--- src/hw/rtl/amsp_pkg.sv ---
// Shared types and constants for the application metadata section parser.
`timescale 1ns / 1ps

package amsp_pkg;

	// Container layout
	localparam logic [3:0]  HEADER_LAST       = 4'd13;
	localparam logic [3:0]  LEN_FIRST_POS     = 4'd6;
	localparam logic [3:0]  LEN_LAST_POS      = 4'd9;
	localparam logic [31:0] SECTION_HEAD_BYTES = 32'd5;
	localparam logic [31:0] LEN_BYTES         = 32'd4;
	localparam logic [1:0]  LAST_FIELD        = 2'd2;
	localparam logic [1:0]  WORD_LAST_BYTE    = 2'd3;
	localparam logic [7:0]  TAG_AT_RESET      = 8'd6;
	localparam logic [4:0]  KEPT_MAX          = 5'd31;

	// Result kinds
	localparam logic [1:0] KIND_CHAR   = 2'd0;
	localparam logic [1:0] KIND_FIELD  = 2'd1;
	localparam logic [1:0] KIND_STATUS = 2'd2;

	// Final status codes
	localparam logic [1:0] ST_OK         = 2'd0;
	localparam logic [1:0] ST_NO_META    = 2'd1;
	localparam logic [1:0] ST_SECT_OVER  = 2'd2;
	localparam logic [1:0] ST_FIELD_OVER = 2'd3;

	// Result queue geometry
	localparam int unsigned RES_DEPTH = 8;
	localparam int unsigned RES_PW    = 3;
	localparam int unsigned RES_CW    = 4;
	localparam int unsigned RES_SLOTS = 3;

	typedef enum logic [2:0] {
		PH_IDLE,
		PH_HEADER,
		PH_SECT_TAG,
		PH_SECT_LEN,
		PH_SKIP,
		PH_FIELD_LEN,
		PH_FIELD_DATA,
		PH_DONE
	} phase_t;

	typedef struct packed {
		logic [1:0] kind;
		logic [1:0] field_index;
		logic [7:0] char_value;
		logic [4:0] kept_length;
		logic [1:0] status;
		logic       last;
	} result_t;

	// Up to three results caused by one byte, in output order
	typedef struct packed {
		logic [RES_SLOTS-1:0]   valid;
		result_t [RES_SLOTS-1:0] slot;
	} push_t;

endpackage

--- src/hw/rtl/amsp_parser_core.sv ---
// Parser state and per-byte result generation.
`timescale 1ns / 1ps

module amsp_parser_core #(
	parameter int NAME_CAPACITY = 32,
	parameter int ICON_CAPACITY = 8
) (
	input  logic             clk,
	input  logic             arst_n,
	input  logic             fire,
	input  logic [7:0]       data_byte,
	input  logic             start_of_file,
	input  logic [7:0]       metadata_tag,
	output amsp_pkg::push_t  push
);
	import amsp_pkg::*;

	localparam int MAX_CAP = (NAME_CAPACITY > ICON_CAPACITY) ? NAME_CAPACITY : ICON_CAPACITY;
	localparam int KW = $clog2(MAX_CAP);
	localparam int SW = (KW > 5) ? KW : 5;
	localparam logic [KW-1:0] NAME_LIMIT = KW'(NAME_CAPACITY - 1);
	localparam logic [KW-1:0] ICON_LIMIT = KW'(ICON_CAPACITY - 1);

	phase_t        phase_q;
	logic [3:0]    header_pos_q;
	logic [31:0]   payload_rem_q;
	logic [31:0]   word_q;
	logic [1:0]    word_cnt_q;
	logic [7:0]    tag_q;
	logic [31:0]   section_rem_q;
	logic [1:0]    field_q;
	logic [31:0]   field_rem_q;
	logic [KW-1:0] kept_q;

	phase_t        phase_n;
	logic [3:0]    header_pos_n;
	logic [31:0]   payload_rem_n;
	logic [31:0]   word_n;
	logic [1:0]    word_cnt_n;
	logic [7:0]    tag_n;
	logic [31:0]   section_rem_n;
	logic [1:0]    field_n;
	logic [31:0]   field_rem_n;
	logic [KW-1:0] kept_n;

	// Saturate the kept count to the 5-bit result field
	function automatic logic [4:0] sat_kept(input logic [KW-1:0] k);
		logic [SW-1:0] kx;
		kx = SW'(k);
		return (kx > SW'(KEPT_MAX)) ? KEPT_MAX : kx[4:0];
	endfunction

	// Next state and results for the byte in the input register
	always_comb begin
		phase_t        ph;
		logic [31:0]   full;
		logic [31:0]   pay_dec;
		logic [1:0]    hp_off;
		logic [KW-1:0] limit;
		logic          do_end;
		logic          do_begin;
		logic          do_boundary;
		logic          fin;
		logic [1:0]    fin_code;
		result_t       r0;
		result_t       r1;
		result_t       r2;
		logic [2:0]    v;

		// Restart drops all progress; the byte becomes header byte 0
		if (start_of_file) begin
			ph            = PH_HEADER;
			header_pos_n  = '0;
			payload_rem_n = '0;
			word_n        = '0;
			word_cnt_n    = '0;
			tag_n         = '0;
			section_rem_n = '0;
			field_n       = '0;
			field_rem_n   = '0;
			kept_n        = '0;
		end else begin
			ph            = phase_q;
			header_pos_n  = header_pos_q;
			payload_rem_n = payload_rem_q;
			word_n        = word_q;
			word_cnt_n    = word_cnt_q;
			tag_n         = tag_q;
			section_rem_n = section_rem_q;
			field_n       = field_q;
			field_rem_n   = field_rem_q;
			kept_n        = kept_q;
		end
		phase_n     = ph;
		full        = word_n | (32'(data_byte) << {word_cnt_n, 3'b000});
		pay_dec     = payload_rem_n - 32'd1;
		hp_off      = 2'(header_pos_n - LEN_FIRST_POS);
		limit       = (field_n == LAST_FIELD) ? ICON_LIMIT : NAME_LIMIT;
		do_end      = 1'b0;
		do_begin    = 1'b0;
		do_boundary = 1'b0;
		fin         = 1'b0;
		fin_code    = ST_OK;
		r0          = '0;
		r1          = '0;
		r2          = '0;
		v           = '0;

		unique case (ph)
			PH_HEADER: begin
				if (header_pos_n >= LEN_FIRST_POS && header_pos_n <= LEN_LAST_POS) begin
					word_n = word_n | (32'(data_byte) << {hp_off, 3'b000});
				end
				if (header_pos_n >= HEADER_LAST) begin
					payload_rem_n = word_n;
					word_n        = '0;
					do_boundary   = 1'b1;
				end else begin
					header_pos_n = header_pos_n + 4'd1;
				end
			end
			PH_SECT_TAG: begin
				tag_n         = data_byte;
				payload_rem_n = pay_dec;
				word_n        = '0;
				word_cnt_n    = '0;
				phase_n       = PH_SECT_LEN;
			end
			PH_SECT_LEN: begin
				word_n        = full;
				payload_rem_n = pay_dec;
				if (word_cnt_n == WORD_LAST_BYTE) begin
					section_rem_n = full;
					if (full > pay_dec) begin
						fin      = 1'b1;
						fin_code = ST_SECT_OVER;
					end else begin
						payload_rem_n = pay_dec - full;
						if (tag_n == metadata_tag) begin
							field_n  = '0;
							do_begin = 1'b1;
						end else if (full == '0) begin
							do_boundary = 1'b1;
						end else begin
							phase_n = PH_SKIP;
						end
					end
				end else begin
					word_cnt_n = word_cnt_n + 2'd1;
				end
			end
			PH_SKIP: begin
				section_rem_n = section_rem_n - 32'd1;
				if (section_rem_n == '0) begin
					do_boundary = 1'b1;
				end
			end
			PH_FIELD_LEN: begin
				word_n        = full;
				section_rem_n = section_rem_n - 32'd1;
				if (word_cnt_n == WORD_LAST_BYTE) begin
					field_rem_n = full;
					kept_n      = '0;
					if (full > section_rem_n) begin
						fin      = 1'b1;
						fin_code = ST_FIELD_OVER;
					end else if (full == '0) begin
						do_end = 1'b1;
					end else begin
						phase_n = PH_FIELD_DATA;
					end
				end else begin
					word_cnt_n = word_cnt_n + 2'd1;
				end
			end
			PH_FIELD_DATA: begin
				section_rem_n = section_rem_n - 32'd1;
				field_rem_n   = field_rem_n - 32'd1;
				if (kept_n < limit) begin
					v[0]          = 1'b1;
					r0.kind       = KIND_CHAR;
					r0.field_index = field_n;
					r0.char_value = data_byte;
					kept_n        = kept_n + KW'(1);
				end
				if (field_rem_n == '0) begin
					do_end = 1'b1;
				end
			end
			default: begin
				// idle or done: ignore the byte
			end
		endcase

		// Close the string: report its kept length, move to the next one
		if (do_end) begin
			v[1]           = 1'b1;
			r1.kind        = KIND_FIELD;
			r1.field_index = field_n;
			r1.kept_length = sat_kept(kept_n);
			if (field_n == LAST_FIELD) begin
				fin      = 1'b1;
				fin_code = ST_OK;
			end else begin
				do_begin = 1'b1;
			end
			field_n = field_n + 2'd1;
		end

		// Start a string length, if the section still holds one
		if (do_begin) begin
			if (section_rem_n < LEN_BYTES) begin
				fin      = 1'b1;
				fin_code = ST_FIELD_OVER;
			end else begin
				phase_n    = PH_FIELD_LEN;
				word_n     = '0;
				word_cnt_n = '0;
			end
		end

		// Section boundary: stop when no full section head is left
		if (do_boundary) begin
			if (payload_rem_n < SECTION_HEAD_BYTES) begin
				fin      = 1'b1;
				fin_code = ST_NO_META;
			end else begin
				phase_n = PH_SECT_TAG;
			end
		end

		if (fin) begin
			v[2]      = 1'b1;
			r2.kind   = KIND_STATUS;
			r2.status = fin_code;
			phase_n   = PH_DONE;
		end

		// Mark the last result of this byte
		r0.last = v[0] & ~v[1] & ~v[2];
		r1.last = v[1] & ~v[2];
		r2.last = v[2];

		push.valid   = fire ? v : 3'b000;
		push.slot[0] = r0;
		push.slot[1] = r1;
		push.slot[2] = r2;
	end

	// Advance parser state on each processed byte
	always_ff @(posedge clk or negedge arst_n) begin
		if (!arst_n) begin
			phase_q       <= PH_IDLE;
			header_pos_q  <= '0;
			payload_rem_q <= '0;
			word_q        <= '0;
			word_cnt_q    <= '0;
			tag_q         <= '0;
			section_rem_q <= '0;
			field_q       <= '0;
			field_rem_q   <= '0;
			kept_q        <= '0;
		end else if (fire) begin
			phase_q       <= phase_n;
			header_pos_q  <= header_pos_n;
			payload_rem_q <= payload_rem_n;
			word_q        <= word_n;
			word_cnt_q    <= word_cnt_n;
			tag_q         <= tag_n;
			section_rem_q <= section_rem_n;
			field_q       <= field_n;
			field_rem_q   <= field_rem_n;
			kept_q        <= kept_n;
		end
	end

endmodule

--- src/hw/rtl/amsp_result_fifo.sv ---
// Result queue: takes up to three results per cycle, hands out one.
`timescale 1ns / 1ps

module amsp_result_fifo (
	input  logic              clk,
	input  logic              arst_n,
	input  amsp_pkg::push_t   push,
	output logic              room,
	output logic              out_valid,
	input  logic              out_stall,
	output amsp_pkg::result_t head
);
	import amsp_pkg::*;

	result_t             entry_q [RES_DEPTH];
	logic [RES_PW-1:0]   wr_ptr_q;
	logic [RES_PW-1:0]   rd_ptr_q;
	logic [RES_CW-1:0]   count_q;
	logic                pop;
	logic [RES_PW-1:0]   off1;
	logic [RES_PW-1:0]   off2;
	logic [RES_CW-1:0]   npush;

	// Compact the valid results into consecutive entries
	assign off1  = RES_PW'(push.valid[0]);
	assign off2  = RES_PW'(push.valid[0]) + RES_PW'(push.valid[1]);
	assign npush = RES_CW'(push.valid[0]) + RES_CW'(push.valid[1]) + RES_CW'(push.valid[2]);

	assign pop       = out_valid && !out_stall;
	assign out_valid = (count_q != '0);
	assign head      = entry_q[rd_ptr_q];
	assign room      = (count_q <= RES_CW'(RES_DEPTH - RES_SLOTS));

	// Store pushed results
	always_ff @(posedge clk) begin
		if (push.valid[0]) begin
			entry_q[wr_ptr_q] <= push.slot[0];
		end
		if (push.valid[1]) begin
			entry_q[wr_ptr_q + off1] <= push.slot[1];
		end
		if (push.valid[2]) begin
			entry_q[wr_ptr_q + off2] <= push.slot[2];
		end
	end

	// Advance pointers and fill count
	always_ff @(posedge clk or negedge arst_n) begin
		if (!arst_n) begin
			wr_ptr_q <= '0;
			rd_ptr_q <= '0;
			count_q  <= '0;
		end else begin
			wr_ptr_q <= wr_ptr_q + RES_PW'(npush);
			if (pop) begin
				rd_ptr_q <= rd_ptr_q + RES_PW'(1);
			end
			count_q <= count_q + npush - RES_CW'(pop);
		end
	end

endmodule

--- src/hw/rtl/app_metadata_section_parser_unit.sv ---
// Top level of the application metadata section parser.
// A byte is registered in the input register, its results in the result queue.
// Throughput: one byte per cycle while the eight-entry queue has room for three
// results; a byte can cause up to three results, drained one per cycle unless stalled.
// Reset: asynchronous, active low; parser idle until start_of_file, tag resets to 6.
`timescale 1ns / 1ps

module app_metadata_section_parser_unit #(
	parameter int NAME_CAPACITY = 32,
	parameter int ICON_CAPACITY = 8
) (
	input  logic       clk,
	input  logic       arst_n,
	input  logic       cfg_write_en,
	input  logic [7:0] cfg_write_data,
	input  logic       in_valid,
	output logic       in_stall,
	input  logic [7:0] data_byte,
	input  logic       start_of_file,
	output logic       out_valid,
	input  logic       out_stall,
	output logic [1:0] kind,
	output logic [1:0] field_index,
	output logic [7:0] char_value,
	output logic [4:0] kept_length,
	output logic [1:0] status,
	output logic       last
);
	import amsp_pkg::*;

	logic [7:0] tag_q;
	logic       in_valid_s1;
	logic [7:0] data_byte_s1;
	logic       start_of_file_s1;
	logic       room;
	logic       fire;
	push_t      push;
	result_t    head;

	// Hold the item in the input register while the queue is short of room
	assign fire     = in_valid_s1 && room;
	assign in_stall = in_valid_s1 && !room;

	// Configuration register
	always_ff @(posedge clk or negedge arst_n) begin
		if (!arst_n) begin
			tag_q <= TAG_AT_RESET;
		end else if (cfg_write_en) begin
			tag_q <= cfg_write_data;
		end
	end

	// Input register valid
	always_ff @(posedge clk or negedge arst_n) begin
		if (!arst_n) begin
			in_valid_s1 <= 1'b0;
		end else if (!in_stall) begin
			in_valid_s1 <= in_valid;
		end
	end

	// Input register payload
	always_ff @(posedge clk) begin
		if (!in_stall && in_valid) begin
			data_byte_s1     <= data_byte;
			start_of_file_s1 <= start_of_file;
		end
	end

	amsp_parser_core #(
		.NAME_CAPACITY(NAME_CAPACITY),
		.ICON_CAPACITY(ICON_CAPACITY)
	) u_core (
		.clk          (clk),
		.arst_n       (arst_n),
		.fire         (fire),
		.data_byte    (data_byte_s1),
		.start_of_file(start_of_file_s1),
		.metadata_tag (tag_q),
		.push         (push)
	);

	amsp_result_fifo u_fifo (
		.clk      (clk),
		.arst_n   (arst_n),
		.push     (push),
		.room     (room),
		.out_valid(out_valid),
		.out_stall(out_stall),
		.head     (head)
	);

	// Drive result fields from the queue head
	assign kind        = head.kind;
	assign field_index = head.field_index;
	assign char_value  = head.char_value;
	assign kept_length = head.kept_length;
	assign status      = head.status;
	assign last        = head.last;

endmodule
--- config.mk ---
export PLATFORM = sky130hd
export DESIGN_NAME = app_metadata_section_parser_unit
export DESIGN_NICKNAME = d
export VERILOG_FILES = /design/src/hw/rtl/amsp_pkg.sv /design/src/hw/rtl/amsp_parser_core.sv /design/src/hw/rtl/amsp_result_fifo.sv /design/src/hw/rtl/app_metadata_section_parser_unit.sv
export SDC_FILE = /design/constraint.sdc
export NUM_CORES = 1
export LEC_CHECK = 0
export BUFFER_PORTS_ARGS = -buffer_cell sky130_fd_sc_hd__buf_2
export CAP_MARGIN = 5
export CORE_MARGIN = 4
export CORE_UTILIZATION = 30
export DETAILED_ROUTE_END_ITERATION = 16
export PLACE_DENSITY = 0.49
export SYNTH_ARGS = -nofsm -noshare
export SYNTH_HDL_FRONTEND = slang
export SYNTH_SLANG_ARGS = --single-unit
--- constraint.sdc ---
create_clock -name clk -period 9.2 [get_ports clk]
set_input_delay 0.92 -clock clk [delete_from_list [all_inputs] [get_ports clk]]
set_output_delay 0.92 -clock clk [all_outputs]
set_load 0.01 [all_outputs]
Word level (Yosys, flattened, before mapping)
Memory sizes are Yosys's and may differ from the RTL's.
Index checks and enable logic that the tools add are counted.
{ "word_totals": {"ff_bits": 180, "mem_bits_rw": 160, "elab_cells": 188, "n_memories": 1} }
{ "memory_table": {"columns": ["memory", "depth", "word_bits", "read_ports", "rd_ports_with_merged_regs", "wr", "line", "source"], "rows": [
  ["u_fifo.entry_q", 8, 20, 1, 0, 3, "amsp_result_fifo.sv:15", "result_t entry_q [RES_DEPTH];"]
]} }
{ "classes": {"add_sub_neg": 18, "order_cmp": 10, "eq_ne": 10, "n_shift": 2, "muxes": 109, "bitwise_logic": 7, "n_reduce_logical": 14} }
{ "ops": {"columns": ["operator", "count"], "rows": [
  ["$mux W32", 13],
  ["$pmux W32 S3", 2],
  ["$pmux W32 S2", 2],
  ["$logic_not A32 Y1", 3],
  ["$sub A32 B1 Y32 const B", 3],
  ["$gt A32 B32 Y1", 2],
  ["$lt A32 B3 Y1 const B", 2],
  ["$or A32 B32 Y32", 2],
  ["$shl A8 B5 Y32", 2],
  ["$mux W3", 15],
  ["$mux W2", 22],
  ["$mux W1", 35],
  ["$sub A32 B32 Y32", 1],
  ["$mux W5", 6],
  ["$mux W8", 2],
  ["$mux W12", 1],
  ["$mux W4", 3],
  ["$mux W10", 1],
  ["$pmux W5 S2", 1],
  ["$eq A3 B3 Y1 const B", 3],
  ["$pmux W3 S3", 1],
  ["$eq A8 B8 Y1", 1],
  ["$pmux W2 S2", 2],
  ["$add A3 B3 Y3", 2],
  ["other kinds (28)", 43]
]} }

Logic depth before layout (Yosys ltp)
{ "depth": {"word_depth": 20, "ltp_mapped": 40, "mapped_depth_nobuf": 30} }

By module
A second synthesis with hierarchy kept.
{ "unflattened": {"cells_unflattened": 3502, "area_unflattened_um2": 28932.7} }
{ "by_module_without_submodules": {"columns": ["module", "n_inst", "cells_per_inst", "area_per_inst_um2", "seq_area_each_um2"], "rows": [
  ["amsp_parser_core", 1, 2274, 16774.8, 3803.6],
  ["amsp_result_fifo", 1, 1196, 11499.8, 5054.8],
  ["app_metadata_section_parser_unit", 1, 32, 658.1, 498.0]
]} }

Worst setup path after synthesis
Ideal clock, no wire load.
{ "synth_path": {"kind": "reg2reg", "start": "reg start_of_file_s1", "end": "reg u_fifo.count_q[3]", "arrival_time_ns": 8.018, "required_ns": 9.121, "slack_ns": 1.103, "path_stages_with_launch": 38, "path_buffers": 14, "path_cell_list": "edfxtp_1 buf_2 buf_2 buf_2 buf_1 buf_2 buf_2 buf_2 buf_1 clkbuf_1 buf_1 clkbuf_1 clkbuf_1 nor2_1 inv_1 ha_1 nand3_1 nor3_1 [... 2 more ...] and3_1 o21bai_1 clkbuf_1 a221oi_1 o311ai_1 a2111oi_0 and3_1 a21oi_1 clkbuf_1 nor2_1 fa_1 inv_1 ha_1 inv_1 ha_1 a21o_1 a21oi_1 xor2_1"} }
{ "synth_between": {"elab_chain_len": 19, "word_cells_on_any_way": 91, "cone_classes": "9 x add/sub; 8 x order compare; 10 x eq/ne; 2 x shift; 55 x mux; 2 x bitwise; 5 x reduce/logical"} }
{ "synth_lines": {"columns": ["item", "line", "source"], "rows": [
  ["start: declaration", "app_metadata_section_parser_unit.sv:34", "logic start_of_file_s1;"],
  ["start signal: assignment", "app_metadata_section_parser_unit.sv:66", "start_of_file_s1 <= start_of_file;"],
  ["parallel branches: the longest is 15 deep, another holds $sub A32 B1 Y32", null, null],
  ["$mux W3 (*)", "amsp_parser_core.sv:244", "push.valid = fire ? v : 3'b000;"],
  ["$add A4 B1 Y4 (*)", "amsp_result_fifo.sv:27", "assign npush = RES_CW'(push.valid[0]) + RES_CW'(push.valid[1]) + RES_CW'(push.valid[2]);"],
  ["$add A4 B4 Y4 (*)", "amsp_result_fifo.sv:58", "count_q <= count_q + npush - RES_CW'(pop);"],
  ["$sub A4 B1 Y4 (*)", "amsp_result_fifo.sv:58", null],
  ["end signal: assignment", "amsp_result_fifo.sv:58", null],
  ["end: declaration", "amsp_result_fifo.sv:18", "logic [RES_CW-1:0] count_q;"]
]} }
Mark *: on every way between the ends.
A chain may end at the register's enable or synchronous reset.

Worst setup path in the final report
{ "layout_path": {"start": "reg u_core.payload_rem_q[9]", "end": "reg u_fifo.count_q[3]"} }
{ "layout_between": {"elab_chain_len": 18, "word_cells_on_any_way": 35, "cone_classes": "5 x add/sub; 2 x order compare; 1 x eq/ne; 27 x mux"} }
{ "layout_lines": {"columns": ["item", "line", "source"], "rows": [
  ["start: declaration", "amsp_parser_core.sv:26", "logic [31:0] payload_rem_q;"],
  ["start signal: assignment", "amsp_parser_core.sv:266", "payload_rem_q <= payload_rem_n;"],
  ["$mux W32 (*)", "amsp_parser_core.sv:71", "if (start_of_file) begin"],
  ["parallel branches: the longest is 11 deep, another holds $sub A32 B1 Y32", null, null],
  ["$mux W1 (*)", "amsp_parser_core.sv:223", "if (do_boundary) begin"],
  ["$mux W1 (*)", "amsp_parser_core.sv:232", "if (fin) begin"],
  ["$mux W3 (*)", "amsp_parser_core.sv:244", null],
  ["$add A4 B1 Y4 (*)", "amsp_result_fifo.sv:27", null],
  ["$add A4 B4 Y4 (*)", "amsp_result_fifo.sv:58", null],
  ["$sub A4 B1 Y4 (*)", "amsp_result_fifo.sv:58", null]
]} }
Marks and branches as above.

==> results.tsv <==
stage	metric	value	unit
logic_synthesis	Mapped Cells	3195	
global_routing	gr ovfl total	0	
setup_path	CP dominant cell by count	ha_1	
detailed_routing	DRT Pass-1 Iters	5	
logic_synthesis	synth warn	0	
detailed_routing	DRC viols	0	
setup_path	CP delay by family, top	simple AND/OR/NAND/NOR gates	
detailed_routing	routed via count	25600	
global_routing	total track usage	0.232	
power_and_ir_drop	Pleak	11.0	nW
global_routing	vias in the first global route	24200	
placed_design	count of input and output buffers	43	
placed_design	dpl cell area	26700	µm²
setup_path	worst path bufs/invs	3	
setup_path	crit path kind	reg2reg	
cts	CTS tree	built	
setup_path	CP Data Arrival Time	9140	ps
logic_synthesis	ranking of synthesized cells by area	dfrtp_1 (17%), dfxtp_1 (10%), a21oi_1 (5.5%), nand2_1 (5.5%), nor2_1 (5.0%)	
layout	P&R area growth vs syn	11.3	%
sta	unrepaired setup endpoints after global routing	false	
placed_design	Post-DP HPWL	77400	µm
power_and_ir_drop	Max IR drop VDD	0.163	mV
detailed_routing	drt wl/cell	25.3	µm
power_and_ir_drop	power density over cell area	293	nW/µm²
sta	final setup violation count	0	
logic_synthesis	syn_nets	3315	
logic_synthesis	number of synthesized flops with an enable pin	41	
sta	max-slew violations	0	
global_routing	largest net degree at the start of global routing	102	
sta	fin crit period	8610	ps
detailed_routing	routed wire length	108000	µm
sta	final-report hold violation count	0	
setup_path	reg2reg start	u_core.payload_rem_q[9]	
layout	fillcell total	8822	
floorplanning	die width	298	µm
logic_synthesis	most frequently used flop master after synthesis	dfrtp_1	
floorplanning	core area	83600	µm²
setup_path	capture point of the worst reg-to-reg path	u_fifo.count_q[3]	
sta	fin crit share	0.936	
cts	root buf cell	clkbuf_16	
cts	Reg clk slew, reported paths	70	ps
sta	worst clock skew	47.2	ps
logic_synthesis	share of the synthesized area in the top cell type	0.167	
setup_path	max incr delay on CP	740	ps
cts	H-tree depth	2	
detailed_routing	Iter 0 DRT Violations	2969	
setup_path	WP data required	9730	ps
floorplanning	die span in y	298	µm
cts	CTS Sinks	340	
detailed_routing	met2 wire length	46700	µm
global_routing	initial antenna violation count	3	
job	number of max-cap violations	0	
sta	setup_tns	0	ps
setup_path	CP Launch Type	flip-flop	
sta	Slew HR	0.171	
cts	maximum clock path buffer count	3	
logic_synthesis	Synth area leader	dfrtp_1	
detailed_routing	top sig layer	met5	
hold_path	class of the worst hold path	in2async	
logic_synthesis	top-count cell post-synth	nand2_1	
layout	final instance area	28200	µm²
layout	layout cells sized above 1	0.103	
sta	fmax	0.116	GHz
logic_synthesis	Yosys cell types	94	
detailed_routing	post-route ant nets	0	
logic_synthesis	Post-Syn Area	25300	µm²
setup_path	Worst Setup End Kind	flip-flop	
cts	CTS buffer count	44	
cts	clock latency on the worst-skew pair	620	ps
setup_path	worst-path fanout max	14	
setup_path	slowest library cell on the worst path	or4_1	
layout	nets	3266	
status	outcome	complete, no violations	
logic_synthesis	Async S/R FF share, synth	0.503	
logic_synthesis	top cells by count, synth	nand2_1 (371), nor2_1 (338), a21oi_1 (279), o21ai_0 (199), dfrtp_1 (169)	
floorplanning	initial core utilization	0.303	
global_routing	first-pass GRT wire length	161000	µm
floorplanning	IO Count	44	
placed_design	routability cong.	0.976	
detailed_routing	DR WL met3	7820	µm
floorplanning	Cell Rows	106	
logic_synthesis	Synth Area per Inst	7.92	µm²
sta	Worst-Margin Slew	1230	ps
detailed_routing	Vias per Instance	6.01	
logic_synthesis	sequential cell area fraction in the yosys report	0.319	
logic_synthesis	#FFs+latches synth	340	
detailed_routing	M1 WL	48700	µm
setup_path	reg-to-reg slack, setup	590	ps
setup_path	R2R cell count	26	
floorplanning	die area	89000	µm²
power breakdown:
part           internal [mW]  switching [mW]
combinational           1.48            2.94
clock                   1.02           0.773
sequential              1.67           0.361
total                   4.17            4.08
per-stage QoR:
step | hold slack, ps | setup WS, ps | util | cells | total power, mW
final | 332 | 593 | 0.337 | 4261 | 8.25
after global routing | 362 | 73.9 | 0.337 | 4259 | 8.69
after CTS | 333 | 726 | 0.337 | 4259 | 8.17
after detailed placement | 455 | 751 | 0.319 | 4180 | 6.35
after global placement | 451 | 795 | 0.319 | 4180 | 6.40
after floorplan | 438 | 1100 | - | 3195 | 4.85
cells in the final DEF, fill, tap and decap left out, types with 14 or more instances in the layout:
| master | count |
|---|---|
| dfxtp_1 | 128 |
| or3_1 | 26 |
| mux2_2 | 34 |
| nand2_1 | 370 |
| xnor2_1 | 45 |
| a21oi_1 | 278 |
| o22ai_1 | 22 |
| a22o_1 | 41 |
| a22oi_1 | 54 |
| buf_2 | 42 |
| a21o_1 | 39 |
| edfxtp_1 | 41 |
| xor2_1 | 32 |
| nand3_1 | 90 |
| clkbuf_16 | 45 |
| nand3b_1 | 16 |
| o211ai_1 | 17 |
| a211oi_1 | 28 |
| mux4_2 | 40 |
| buf_4 | 76 |
| o31ai_1 | 24 |
| nor3_1 | 162 |
| and3_1 | 35 |
| a31oi_1 | 47 |
| o32ai_1 | 14 |
| a221oi_1 | 18 |
| nand4_1 | 39 |
| inv_1 | 120 |
| and2_1 | 24 |
| o21a_1 | 26 |
| nor2b_1 | 28 |
| nand2b_1 | 37 |
| ha_1 | 93 |
| nor4_1 | 42 |
| nor2_1 | 335 |
| or4_1 | 15 |
| o21ai_0 | 199 |
| dfrtp_1 | 167 |
cell type report:
class / instances / area (µm²) / area share
sequential: 340 / 8080 / 0.287
multi-input combinational: 2518 / 16000 / 0.567
timing repair buffer: 121 / 835 / 0.0296
tap: 1080 / 1350 / 0.0480
antenna: 2 / 5.00 / 0.000178
clock buffer: 56 / 1200 / 0.0425
clock inverter: 23 / 275 / 0.00977
inverter: 121 / 455 / 0.0162
how the worst max path moves through the flow:
stage / startpoint / endpoint / slack, ps / depth (start not counted)
finish: u_core.payload_rem_q[9] / u_fifo.count_q[3] / 590 / 26
global route: u_core.payload_rem_q[9] / u_fifo.count_q[3] / 70 / 26
CTS: u_core.payload_rem_q[3] / u_fifo.count_q[3] / 730 / 26
detailed placement: u_core.payload_rem_q[9] / u_fifo.count_q[3] / 750 / 26
global placement: u_core.payload_rem_q[9] / u_fifo.count_q[3] / 790 / 26
floorplan: start_of_file_s1 / u_fifo.count_q[3] / 1100 / 37
registers in the layout, indices dropped and copies added (netlist names):
name and count:
data_byte_s1 8, in_valid_s1 1, start_of_file_s1 1, tag_q 8
u_core.field_q 2, u_core.field_rem_q 32, u_core.header_pos_q 4, u_core.kept_q 5
u_core.payload_rem_q 32, u_core.phase_q 3, u_core.section_rem_q 32, u_core.tag_q 8
u_core.word_cnt_q 2, u_core.word_q 32, u_fifo.count_q 4, u_fifo.entry_q 160
u_fifo.rd_ptr_q 3, u_fifo.wr_ptr_q 3
logic make-up (layout without fill, tap and decap cells):
kind of cell | after synthesis | in the layout | synth area share
compound gates | 971 | 971 | 0.255
xor+xnor | 77 | 77 | 0.0267
fa+ha+maj | 98 | 98 | 0.0500
buf+inv | 337 | 321 | 0.0523
flops | 340 | 340 | 0.319
mux | 84 | 84 | 0.0547
other cells | 0 | 2 | 0
simple gates | 1288 | 1288 | 0.242
metal layers:
| metal | track usage | up-vias |
|---|---|---|
| met5 | 0 | - |
| met4 | 0.0854 | 2 |
| met3 | 0.0352 | 239 |
| met2 | 0.356 | 1108 |
| met1 | 0.331 | 12600 |
| li1 | - | 11700 |
repair_timing:
item                                    CTS  global route
endpoints found under the setup margin    0             1
gates resized for setup                   0             1
hold buffers                              0             0
setup buffers                             0             0
Power figures use the tool's default switching activity.
